==> src/qlrc_pkg.sv <==
// ----------------------------------------------------------------------------
// qlrc_pkg
// Shared types and constants for the quantized query result cache.
// ----------------------------------------------------------------------------
`default_nettype none
package qlrc_pkg;

    localparam int COORD_W = 32;
    localparam int INV_W   = 32;
    localparam int DIST_W  = 32;
    localparam int LABEL_W = 49;
    localparam int KQ_W    = 5;
    localparam int CAP_W   = 7;
    localparam int DIMS_W  = 8;
    localparam int ACT_W   = 2;
    localparam int KEY_W   = 64;
    localparam int TOT_W   = 32;
    localparam int CFG_IDX_W = 2;
    localparam int CFG_DAT_W = 32;
    localparam int CLAMP_W = 11;

    localparam logic [CFG_IDX_W-1:0] CFG_CAPACITY = 2'd0;
    localparam logic [CFG_IDX_W-1:0] CFG_INV_STEP = 2'd1;
    localparam logic [CFG_IDX_W-1:0] CFG_DIMS     = 2'd2;

    localparam logic [CAP_W-1:0]  CAPACITY_RST = 7'd64;
    localparam logic [INV_W-1:0]  INV_STEP_RST = 32'd65536;
    localparam logic [DIMS_W-1:0] DIMS_RST     = 8'd128;

    localparam logic [KEY_W-1:0]   HASH_ADD  = 64'h0000_0000_9e37_79b9;
    localparam int                 HASH_SHL  = 6;
    localparam int                 HASH_SHR  = 2;
    localparam logic [DIST_W-1:0]  PAD_DIST  = 32'h7F7F_FFFF;
    localparam logic [LABEL_W-1:0] PAD_LABEL = {LABEL_W{1'b1}};

    typedef enum logic [ACT_W-1:0] {
        ACT_COORD = 2'd0,
        ACT_FILL  = 2'd1,
        ACT_CLEAR = 2'd2,
        ACT_NONE  = 2'd3
    } t_action;

    typedef enum logic [1:0] {
        CMD_LOOKUP = 2'd0,
        CMD_FILL   = 2'd1,
        CMD_CLEAR  = 2'd2
    } t_op;

    typedef struct packed {
        t_op                op;
        logic [KEY_W-1:0]   key;
        logic [KQ_W-1:0]    k;
        logic [DIST_W-1:0]  fill_dist;
        logic [LABEL_W-1:0] label;
        logic               last;
    } t_cmd;

    typedef struct packed {
        logic push;
        t_cmd cmd;
    } t_qwr;

    typedef enum logic [2:0] {
        ST_IDLE,
        ST_SCAN,
        ST_DECIDE,
        ST_HIT_RD,
        ST_HIT_OUT,
        ST_COPY
    } t_state;

endpackage
`default_nettype wire

==> src/qlrc_queue.sv <==
// ----------------------------------------------------------------------------
// qlrc_queue
// Two-entry command queue between the front and back parts.
// ----------------------------------------------------------------------------
`default_nettype none
module qlrc_queue
    import qlrc_pkg::*;
(
    input  wire logic i_clk,
    input  wire logic i_rst_n,
    input  wire t_qwr i_qwr,
    input  wire logic i_pop,
    output logic      o_valid,
    output t_cmd      o_cmd,
    output logic      o_full
);

    t_cmd       r_slot [2];
    logic       r_wp, r_rp;
    logic [1:0] r_cnt;

    assign o_valid = r_cnt != 2'd0;
    assign o_full  = r_cnt == 2'd2;
    assign o_cmd   = r_slot[r_rp];

    always_ff @(posedge i_clk) begin
        if (i_qwr.push) begin
            r_slot[r_wp] <= i_qwr.cmd;
        end
    end

    always_ff @(posedge i_clk) begin
        if (!i_rst_n) begin
            r_wp  <= 1'b0;
            r_rp  <= 1'b0;
            r_cnt <= 2'd0;
        end else begin
            if (i_qwr.push) begin
                r_wp <= ~r_wp;
            end
            if (i_pop) begin
                r_rp <= ~r_rp;
            end
            r_cnt <= r_cnt + 2'(i_qwr.push) - 2'(i_pop);
        end
    end

endmodule
`default_nettype wire

==> config.mk <==
export PLATFORM = sky130hd
export DESIGN_NAME = qlrc_queue
export DESIGN_NICKNAME = d
export VERILOG_FILES = /design/src/qlrc_pkg.sv /design/src/qlrc_queue.sv
export SDC_FILE = /design/constraint.sdc
export NUM_CORES = 1
export LEC_CHECK = 0
export ABC_AREA = 1
export BUFFER_PORTS_ARGS = -buffer_cell sky130_fd_sc_hd__clkbuf_2
export CAP_MARGIN = 40
export CORE_MARGIN = 4
export CORE_UTILIZATION = 54
export CTS_BUF_LIST = sky130_fd_sc_hd__clkbuf_4 sky130_fd_sc_hd__clkbuf_8
export CTS_CLUSTER_SIZE = 25
export DETAILED_ROUTE_END_ITERATION = 10
export GPL_TIMING_DRIVEN = 0
export PLACE_DENSITY = 0.86
export SYNTH_ARGS = -nofsm -noshare
export SYNTH_HDL_FRONTEND = slang
export SYNTH_SLANG_ARGS = --single-unit
==> constraint.sdc <==
create_clock -name i_clk -period 10.6 [get_ports i_clk]
set_input_delay 2.12 -clock i_clk [delete_from_list [all_inputs] [get_ports i_clk]]
set_output_delay 2.12 -clock i_clk [all_outputs]
set_load 0.1 [all_outputs]
==> results.cfg <==
[run_status]
status = finished clean

[floorplanning]
die_height_um = 154.2
core-area_sq_um = 21020
rows = 53
start_util = 0.5490
pin_count = 312
die_area_sq_um = 23770
die_w_um = 154.2

[place]
place_inst = 1102
hpwl_um = 15760
gp_congestion = 0.7503
dpl_cell_area_sq_um = 13620
io_buffers = 311

[timing]
period_needed_ns = 4.249
fmax_mhz = 235.3
final.setup.tns_ns = 0
setup_violations = 0
whs_ns = 0.5123
rsz0062_at_grt = no
tightest_slew_ns = 0.6917
drv_slew = 0
hold_viol = 0
fin_skew_ns = 0.01889
period_share = 0.4009
slew_headroom = 0.5389

[critical_path]
max_stage_delay_ns = 0.38
startpoint_type = flip-flop
crit_arrival_ns = 2.13
path_buf_inv = 4
path_cells = buf_6 -> buf_6 -> buf_6 -> mux2_4 -> clkbuf_2
crit_path_end_kind = output pin
crit_path_frequent_cell = buf_6
cp.required_ns = 8.48
crit_slowest_cell = clkbuf_2
ff2ff_path_depth = 3
worst-path-max-fanout = 10
cpLargestDelayFamily = buffers and inverters
path_class = flip-flop to output pin
path_depth = 5

[final_layout]
antenna_cells = 0
nets = 1036
post-route-util = 0.6876
final-instance-count-excl-fill = 1178
fin_area_sq_um = 14460
drive_above_1_share = 0.6190
syn_to_final_growth_pct = 25.25

[global_route]
grt_max_degree = 85
grt.overflow.total = 0
grt_pass1_wl_um = 34100
grt_pass1_vias = 6556
grt_use_total = 0.1837
antenna_found_initial = 1

[clock_network]
htree_levels = 2
cts_setup_buffers = 0
ctsHoldBuffers = 0
clockBufferDepth = 3
cts_root_buf = clkbuf_8
cts_resized = 0
clkTransAtPathRegs_ns = 0.06
cts_tree = built
cts_buffers = 48
clk_latency_ns = 0.53
cts_sinks = 311

[drt]
routed_wl_um = 22280
drtAntennaViolNets = 0
drtIter0Drc = 234
wire_per_inst_um = 18.92
vias = 5982
avgViaCountPerCell = 5.078
drc = 0
drt-pass1-iter-count = 4

[job]
maxCapViolCount = 0

[pwr]
peakVddDrop_mv = 0.1456
power_density_nw_per_um2 = 205.0
p_leak_nw = 5.754

[logic_synthesis]
ys_seq_area_frac = 0.8049
synth_top_cells_by_count = edfxtp_1, mux2_2, mux2_4, buf_6, nand2_1
ys.flop_type = edfxtp_1
async_flop_share = 0
synth_top_area_cell = edfxtp_1
ys_ff_latch = 311
synth_cell_types = 12
synth_fp_nets = 668
yosysMostFrequentCell = edfxtp_1
syn_inst = 509
syn_avg_cell_area_sq_um = 22.67
synth-edff-count = 306
synth_top_area_share = 0.7962
syn_area_sq_um = 11540
yosysWarnings = 0
synth_area_leaders = edfxtp_1, mux2_4, mux2_2

[worst_hold_path]
hold_depth = 2
hp-class = flip-flop to flip-flop
per-layer routing:
layer,up-vias,share of wire,GRT usage
met3,50,0.094,0.06100
li1,2754,-,-
met2,264,0.52,0.3278
met4,2,0.026,0.05971
met1,2912,0.36,0.2091
met5,-,0.00058,0
state kept, by name, indices dropped and copies added, names as in the netlist, named ones only:
name    cells
r_slot    306
r_wp        1
r_cnt       2
r_rp        1
worst reg2reg max path, stage by stage (launching register included):
cell and delay [ns]:
dfxtp_1 0.39, nand2_1 0.15, inv_6 0.50, buf_16 0.42
through the flow:
| stage | setup WS, ns | total power, W |
|---|---|---|
| finish | 6.351 | 0.002964 |
| global route | 6.221 | 0.003077 |
| CTS | 6.272 | 0.002994 |
| detailed placement | 6.846 | 0.002120 |
| global placement | -2.007 | 0.002115 |
| floorplan | 1.371 | 0.002007 |
cell type report:
type | count | area [sq um]
clock inverter | 16 | 73.82
sequential | 311 | 9289
fill | 1341 | 6566
buffer | 17 | 141.4
tap | 275 | 344.1
multi-input combinational | 174 | 2092
clock buffer | 60 | 757.0
inverter | 7 | 31.28
timing repair buffer | 318 | 1727
path summary, 6_finish.rpt:
kind / from / to / slack, ns
max: flip-flop / o_cmd[142] / 6.35
min: r_rp / r_rp / 0.51
max reg2reg: r_wp / r_slot[1][49] / 8.70
min reg2reg: r_rp / r_rp / 0.51
cell usage in the layout, fill, tap and decap left out:
cell	count
inv_1	6
nand3_1	1
clkinv_2	8
mux2_2	83
clkbuf_8	49
clkinv_1	7
buf_12	3
nor2_1	7
a21oi_1	1
mux2_4	70
nor2_4	1
nand2_1	9
ha_1	2
inv_6	1
buf_2	8
edfxtp_1	306
clkbuf_2	311
clkbuf_4	11
dfxtp_1	5
clkinvlp_4	1
buf_6	9
buf_16	4
power by group:
part / switching, W / total [W] / internal, W
sequential: 0.0000154 / 0.00144 / 0.00143
combinational: 0.000514 / 0.000650 / 0.000136
clock: 0.000410 / 0.000873 / 0.000463
total: 0.000939 / 0.00296 / 0.00202
logic make-up after synthesis:
| kind of cell | Yosys count | synth area share |
|---|---|---|
| AO/OA/AOI/OAI | 1 | 0.0004332 |
| adder cells (fa/ha/maj) | 2 | 0.002168 |
| buffers and inverters | 24 | 0.01453 |
| flip-flops | 311 | 0.8049 |
| multiplexers | 153 | 0.1721 |
| AND/OR/NAND/NOR | 18 | 0.005962 |
No activity file was read; power rests on OpenSTA's default activity.
