File: config.mk
export PLATFORM = sky130hd
export DESIGN_NAME = qlrc_front
export DESIGN_NICKNAME = d
export VERILOG_FILES = /design/src/qlrc_pkg.sv /design/src/qlrc_front.sv
export SDC_FILE = /design/constraint.sdc
export NUM_CORES = 2
export LEC_CHECK = 0
export ABC_AREA = 1
export BUFFER_PORTS_ARGS = -buffer_cell sky130_fd_sc_hd__buf_2
export CORE_ASPECT_RATIO = 1.25
export CORE_MARGIN = 2
export CORE_UTILIZATION = 58
export CTS_CLUSTER_DIAMETER = 120
export DETAILED_ROUTE_END_ITERATION = 8
export GPL_TIMING_DRIVEN = 0
export PLACE_DENSITY = 0.9
export SLEW_MARGIN = 10
export SYNTH_ARGS = -nofsm -noshare
export SYNTH_HDL_FRONTEND = slang
export SYNTH_SLANG_ARGS = --single-unit
File: constraint.sdc
create_clock -name i_clk -period 9.4 [get_ports i_clk]
set_clock_uncertainty 0.1 [all_clocks]
set_input_delay 0 -clock i_clk [delete_from_list [all_inputs] [get_ports i_clk]]
set_output_delay 0 -clock i_clk [all_outputs]
set_load 0.01 [all_outputs]
File: src/qlrc_pkg.sv
// ----------------------------------------------------------------------------
// qlrc_pkg
// Shared types and constants for the quantized query result cache.
// ----------------------------------------------------------------------------
`default_nettype none
package qlrc_pkg;

    localparam int COORD_W = 32;
    localparam int INV_W   = 32;
    localparam int DIST_W  = 32;
    localparam int LABEL_W = 49;
    localparam int KQ_W    = 5;
    localparam int CAP_W   = 7;
    localparam int DIMS_W  = 8;
    localparam int ACT_W   = 2;
    localparam int KEY_W   = 64;
    localparam int TOT_W   = 32;
    localparam int CFG_IDX_W = 2;
    localparam int CFG_DAT_W = 32;
    localparam int CLAMP_W = 11;

    localparam logic [CFG_IDX_W-1:0] CFG_CAPACITY = 2'd0;
    localparam logic [CFG_IDX_W-1:0] CFG_INV_STEP = 2'd1;
    localparam logic [CFG_IDX_W-1:0] CFG_DIMS     = 2'd2;

    localparam logic [CAP_W-1:0]  CAPACITY_RST = 7'd64;
    localparam logic [INV_W-1:0]  INV_STEP_RST = 32'd65536;
    localparam logic [DIMS_W-1:0] DIMS_RST     = 8'd128;

    localparam logic [KEY_W-1:0]   HASH_ADD  = 64'h0000_0000_9e37_79b9;
    localparam int                 HASH_SHL  = 6;
    localparam int                 HASH_SHR  = 2;
    localparam logic [DIST_W-1:0]  PAD_DIST  = 32'h7F7F_FFFF;
    localparam logic [LABEL_W-1:0] PAD_LABEL = {LABEL_W{1'b1}};

    typedef enum logic [ACT_W-1:0] {
        ACT_COORD = 2'd0,
        ACT_FILL  = 2'd1,
        ACT_CLEAR = 2'd2,
        ACT_NONE  = 2'd3
    } t_action;

    typedef enum logic [1:0] {
        CMD_LOOKUP = 2'd0,
        CMD_FILL   = 2'd1,
        CMD_CLEAR  = 2'd2
    } t_op;

    typedef struct packed {
        t_op                op;
        logic [KEY_W-1:0]   key;
        logic [KQ_W-1:0]    k;
        logic [DIST_W-1:0]  fill_dist;
        logic [LABEL_W-1:0] label;
        logic               last;
    } t_cmd;

    typedef struct packed {
        logic push;
        t_cmd cmd;
    } t_qwr;

    typedef enum logic [2:0] {
        ST_IDLE,
        ST_SCAN,
        ST_DECIDE,
        ST_HIT_RD,
        ST_HIT_OUT,
        ST_COPY
    } t_state;

endpackage
`default_nettype wire

File: src/qlrc_front.sv
// ----------------------------------------------------------------------------
// qlrc_front
// Accepts items, quantizes coordinates and folds them into the query hash.
// ----------------------------------------------------------------------------
`default_nettype none
module qlrc_front
    import qlrc_pkg::*;
#(
    parameter int DIM_MAX = 128,
    parameter int K_MAX   = 16
) (
    input  wire logic                      i_clk,
    input  wire logic                      i_rst_n,
    input  wire logic                      i_start,
    input  wire logic [ACT_W-1:0]          i_action,
    input  wire logic signed [COORD_W-1:0] i_coord,
    input  wire logic [KQ_W-1:0]           i_want_k,
    input  wire logic [DIST_W-1:0]         i_fill_distance,
    input  wire logic signed [LABEL_W-1:0] i_fill_label,
    input  wire logic                      i_fill_last,
    input  wire logic [INV_W-1:0]          i_inv_step,
    input  wire logic [DIMS_W-1:0]         i_dims,
    input  wire logic                      i_q_full,
    output logic                           o_busy,
    output t_qwr                           o_qwr
);

    localparam int CNTW = $clog2(DIM_MAX + 1);

    logic                 r_fold, r_done, r_neg;
    logic [63:0]          r_prod;
    logic [KEY_W-1:0]     r_hbase, r_hash;
    logic [CNTW-1:0]      r_cnt;
    logic [KQ_W-1:0]      r_k;

    logic                 accept;
    logic [CLAMP_W-1:0]   nd;
    logic [KQ_W-1:0]      k_eff;
    logic [COORD_W-1:0]   mag;
    logic [64:0]          rnd;
    logic [32:0]          rq;
    logic [31:0]          q32;
    logic [KEY_W-1:0]     d64, hnew;

    assign o_busy = r_fold || i_q_full;
    assign accept = i_start && !o_busy;

    always_comb begin
        if (i_dims == '0) begin
            nd = CLAMP_W'(1);
        end else if (CLAMP_W'(i_dims) > CLAMP_W'(DIM_MAX)) begin
            nd = CLAMP_W'(DIM_MAX);
        end else begin
            nd = CLAMP_W'(i_dims);
        end
        if (i_want_k == '0) begin
            k_eff = KQ_W'(1);
        end else if (7'(i_want_k) > 7'(K_MAX)) begin
            k_eff = KQ_W'(K_MAX);
        end else begin
            k_eff = i_want_k;
        end
        mag = i_coord[COORD_W-1] ? (~i_coord + 32'd1) : i_coord;
        // round half away from zero on the magnitude, then saturate
        rnd = {1'b0, r_prod} + 65'h0_8000_0000;
        rq  = rnd[64:32];
        if (r_neg) begin
            q32 = -((rq > 33'h0_8000_0000) ? 32'h8000_0000 : rq[31:0]);
        end else begin
            q32 = (rq > 33'h0_7FFF_FFFF) ? 32'h7FFF_FFFF : rq[31:0];
        end
        d64  = {{32{q32[31]}}, q32};
        hnew = r_hbase ^ (d64 + HASH_ADD + (r_hbase << HASH_SHL) + (r_hbase >> HASH_SHR));
    end

    always_ff @(posedge i_clk) begin
        if (!i_rst_n) begin
            r_fold  <= 1'b0;
            r_done  <= 1'b0;
            r_cnt   <= '0;
            r_hash  <= '0;
            r_k     <= '0;
            r_neg   <= 1'b0;
            r_prod  <= '0;
            r_hbase <= '0;
        end else begin
            if (accept && i_action == ACT_COORD) begin
                r_neg  <= i_coord[COORD_W-1];
                r_prod <= 64'(mag) * 64'(i_inv_step);
                r_fold <= 1'b1;
                if (r_cnt == '0) begin
                    r_k     <= k_eff;
                    r_hbase <= KEY_W'(k_eff);
                end else begin
                    r_hbase <= r_hash;
                end
                if (CLAMP_W'(r_cnt) + CLAMP_W'(1) >= nd) begin
                    r_done <= 1'b1;
                    r_cnt  <= '0;
                end else begin
                    r_done <= 1'b0;
                    r_cnt  <= r_cnt + CNTW'(1);
                end
            end else if (r_fold) begin
                r_hash <= hnew;
                r_fold <= 1'b0;
            end
        end
    end

    always_comb begin
        o_qwr.cmd.key       = hnew;
        o_qwr.cmd.k         = r_k;
        o_qwr.cmd.fill_dist = i_fill_distance;
        o_qwr.cmd.label     = i_fill_label;
        o_qwr.cmd.last      = i_fill_last;
        o_qwr.cmd.op        = CMD_LOOKUP;
        o_qwr.push          = 1'b0;
        if (r_fold) begin
            o_qwr.push = r_done;
        end else if (accept) begin
            case (i_action)
                ACT_FILL: begin
                    o_qwr.push   = 1'b1;
                    o_qwr.cmd.op = CMD_FILL;
                end
                ACT_CLEAR: begin
                    o_qwr.push   = 1'b1;
                    o_qwr.cmd.op = CMD_CLEAR;
                end
                default: o_qwr.push = 1'b0;
            endcase
        end
    end

endmodule
`default_nettype wire

==> results.sh <==
export IMPL_max_slew_margin=0.192
export IMPL_report_final_slew_viol_count=0
export IMPL_ios=320
export IMPL_die_width_um=267
export IMPL_placement_rows=120
export IMPL_rr_endpoint="r_hash[57]"
export IMPL_cts_tree="done"
export IMPL_syn_to_final_growth_pct=9.39
export IMPL_antenna_left=0
export IMPL_syn_inst=6761
export IMPL_yosys_top_cells_count="1605 x nand2_1, 1504 x inv_1, 923 x fa_1"
export IMPL_critPathArrivalTime_ns=9.58
export IMPL_finalSetupViolCount=0
export IMPL_maxCapViolations=0
export IMPL_yosysMostFrequentCell="nand2_1"
export IMPL_syn_nets=8223
export IMPL_clock_latency_ns=0.46
export IMPL_worstHoldStart="i_fill_label[1]"
export IMPL_wirelength_um=194000
export IMPL_worst_r2r_cell_count=40
export IMPL_core_mm2=0.0856
export IMPL_post_synth_top_area_cell="fa_1"
export IMPL_crit_fanout=6
export IMPL_reg2reg_from="r_prod[45]"
export IMPL_ys_warn_count=0
export IMPL_place_gp_congestion=1.10
export IMPL_crit_slowest_cell="fa_1"
export IMPL_dp_slack_ns=-2.39
export IMPL_synth_seq_area_share=0.0709
export IMPL_track_usage=0.441
export IMPL_hold_viol_final=0
export IMPL_ys_flop_type="dfxtp_1"
export IMPL_worst_pin_slew_ns=1.21
export IMPL_cts_max_path_buffers=2
export IMPL_wire_per_inst_um=23.7
export IMPL_portBuffers=230
export IMPL_vias=48623
export IMPL_worstHoldPathType="input pin to primary output"
export IMPL_synth_seq_cells=177
export IMPL_root_buffer="clkbuf_16"
export IMPL_grt_pass1_vias=49468
export IMPL_cp_start_kind="input pin"
export IMPL_min_period_ns=9.33
export IMPL_clkTransAtPathRegs_ns=0.07
export IMPL_synth_distinct_cells=64
export IMPL_vias_per_cell=5.93
export IMPL_layout_drive_gt1_share=0.103
export IMPL_drc_errors=0
export IMPL_layout_setup_ws_ns=0.0712
export IMPL_timing_final_crit_share=0.992
export IMPL_synth_avg_cell_area_um2=7.40
export IMPL_start_util=0.584
export IMPL_hpwl_um=161000
export IMPL_cts_sinks=177
export IMPL_fillers=7491
export IMPL_required_ns=9.65
export IMPL_num_nets_final=8541
export IMPL_endpoint_kind="flip-flop"
export IMPL_drtPass1Iterations=9
export IMPL_grt_overflow_total=0
export IMPL_multiInputGateArea_mm2=0.0399
export IMPL_async_flop_share=0
export IMPL_grt_antenna_before_repair=17
export IMPL_status="completed"
export IMPL_hold_path_end="o_qwr[2]"
export IMPL_dieHeight_um=332
export IMPL_path_common_cell="fa_1"
export IMPL_hold_depth=2
export IMPL_yosysTopAreaCellShare=0.369
export IMPL_cts_max_level=4
export IMPL_drt_iter0_markers=5453
export IMPL_synth_edf_count=0
export IMPL_cpPeakStageDelay_ns=0.56
export IMPL_crit_type="input pin to flip-flop"
export IMPL_regArea_mm2=0.00354
export IMPL_rsz0062_at_grt="true"
export IMPL_syn_area_mm2=0.0500
export IMPL_synthTopCellsByArea="fa_1 37%, nand2_1 12%, inv_1 11%, ha_1 9.4%, dfxtp_1 7.1%"
export IMPL_fmax_ghz=0.107
export IMPL_grt_max_degree=19
export IMPL_grt_pass1_wl_um=289000
export IMPL_numCtsBuffers=17
export IMPL_tns_ns=0
export IMPL_die_area_mm2=0.0886
export IMPL_r2r_setup_slack_ns=1.00
==> registers in the layout (all words and copies together) (netlist names) <==
name	flops
r_cnt	8
r_prod	33
r_done	1
r_fold	1
r_hash	64
r_hbase	64
r_neg	1
r_k	5
==> worst max-delay path by stage <==
stage,from,to,slack [ns],cells past startpoint
2_1_floorplan,i_coord[0],r_prod[59],0.65,51
3_3_place_gp,i_coord[0],r_prod[59],-2.29,42
3_5_place_dp,i_coord[0],r_prod[59],-2.39,42
4_1_cts,i_coord[0],r_prod[53],0.002,46
5_1_grt,i_coord[0],r_prod[59],-0.22,50
6_report,i_coord[0],r_prod[59],0.07,48
==> cells in the final DEF, fill, tap and decap left out, types with 13 or more instances in the layout <==
cell / netlist / routed
a21oi_1: 329 / 317
a31oi_1: 47 / 42
buf_2: 5 / 236
buf_4: 84 / 146
clkbuf_1: 207 / 175
clkbuf_16: 0 / 19
clkbuf_2: 0 / 20
dfxtp_1: 177 / 177
fa_1: 923 / 912
ha_1: 374 / 355
ha_4: 0 / 18
inv_1: 1504 / 1483
inv_2: 25 / 41
nand2_1: 1605 / 1575
nand2_2: 36 / 58
nand2_4: 7 / 15
nand3_1: 158 / 154
nand3_2: 10 / 13
nand3b_1: 21 / 21
nand4_1: 28 / 28
nor2_1: 587 / 570
nor2_2: 16 / 25
nor2_4: 8 / 16
nor3_1: 28 / 24
o211ai_1: 23 / 23
o21a_1: 14 / 14
o21ai_0: 199 / 186
o21ai_1: 14 / 25
o31ai_1: 14 / 14
xnor2_1: 50 / 50
xor2_1: 126 / 123
==> worst max-delay path: cells and delay by family <==
| kind | cells | cell delay [ns] |
|---|---|---|
| XOR/XNOR | 1 | 0.22 |
| AO/OA/AOI/OAI | 8 | 1.32 |
| adder cells (fa/ha/maj) | 9 | 4.45 |
| AND/OR/NAND/NOR | 17 | 2.38 |
| buffers and inverters | 13 | 1.25 |
==> final cells by class <==
| class | count | share of cell area |
|---|---|---|
| multi-input combinational | 4733 | 0.729 |
| inverter | 1539 | 0.106 |
| sequential | 177 | 0.0648 |
| timing repair buffer | 299 | 0.0317 |
| buffer | 312 | 0.0314 |
| tap | 1098 | 0.0251 |
| clock buffer | 19 | 0.00828 |
| clock inverter | 13 | 0.00293 |
| antenna | 12 | 0.000549 |
==> metrics by stage <==
step           cell area (µm²)  hold slack [ns]  utilization  cells
2_1_floorplan            50000         -0.00823            -   6761
3_3_place_gp             52500           0.0842        0.614   8089
3_5_place_dp             52500           0.0836        0.614   8089
4_1_cts                  53500           0.0834        0.625   8134
5_1_grt                  54700           0.0867        0.639   8196
6_report                 54700           0.0828        0.639   8202
==> logic make-up after synthesis <==
| kind of cell | Yosys count | share of synthesized area |
|---|---|---|
| AO/OA/AOI/OAI | 716 | 0.0807 |
| XOR/XNOR | 176 | 0.0308 |
| adder cells (fa/ha/maj) | 1297 | 0.463 |
| flip-flops | 177 | 0.0709 |
| AND/OR/NAND/NOR | 2544 | 0.208 |
| buffers and inverters | 1851 | 0.147 |
==> repair_timing <==
action / CTS / global route
endpoints found under the setup margin: 33 / 37
hold buffers: 6 / 0
pin swaps: 5 / 68
cloned: 0 / 2
gates resized for setup: 99 / 202
setup buffers: 7 / 54
endpoints found under the hold margin: 10 / 0
==> metal layers <==
metal	vias to the layer above	GRT usage	routed length [µm]
met5	-	0	63
met4	10	0.398	22500
met3	1193	0.124	23600
met2	3507	0.691	85900
met1	23110	0.485	62400
li1	20803	-	-
Power is not shown: default switching activity piles up to over one toggle a cycle in this logic, so the estimate is an artifact.
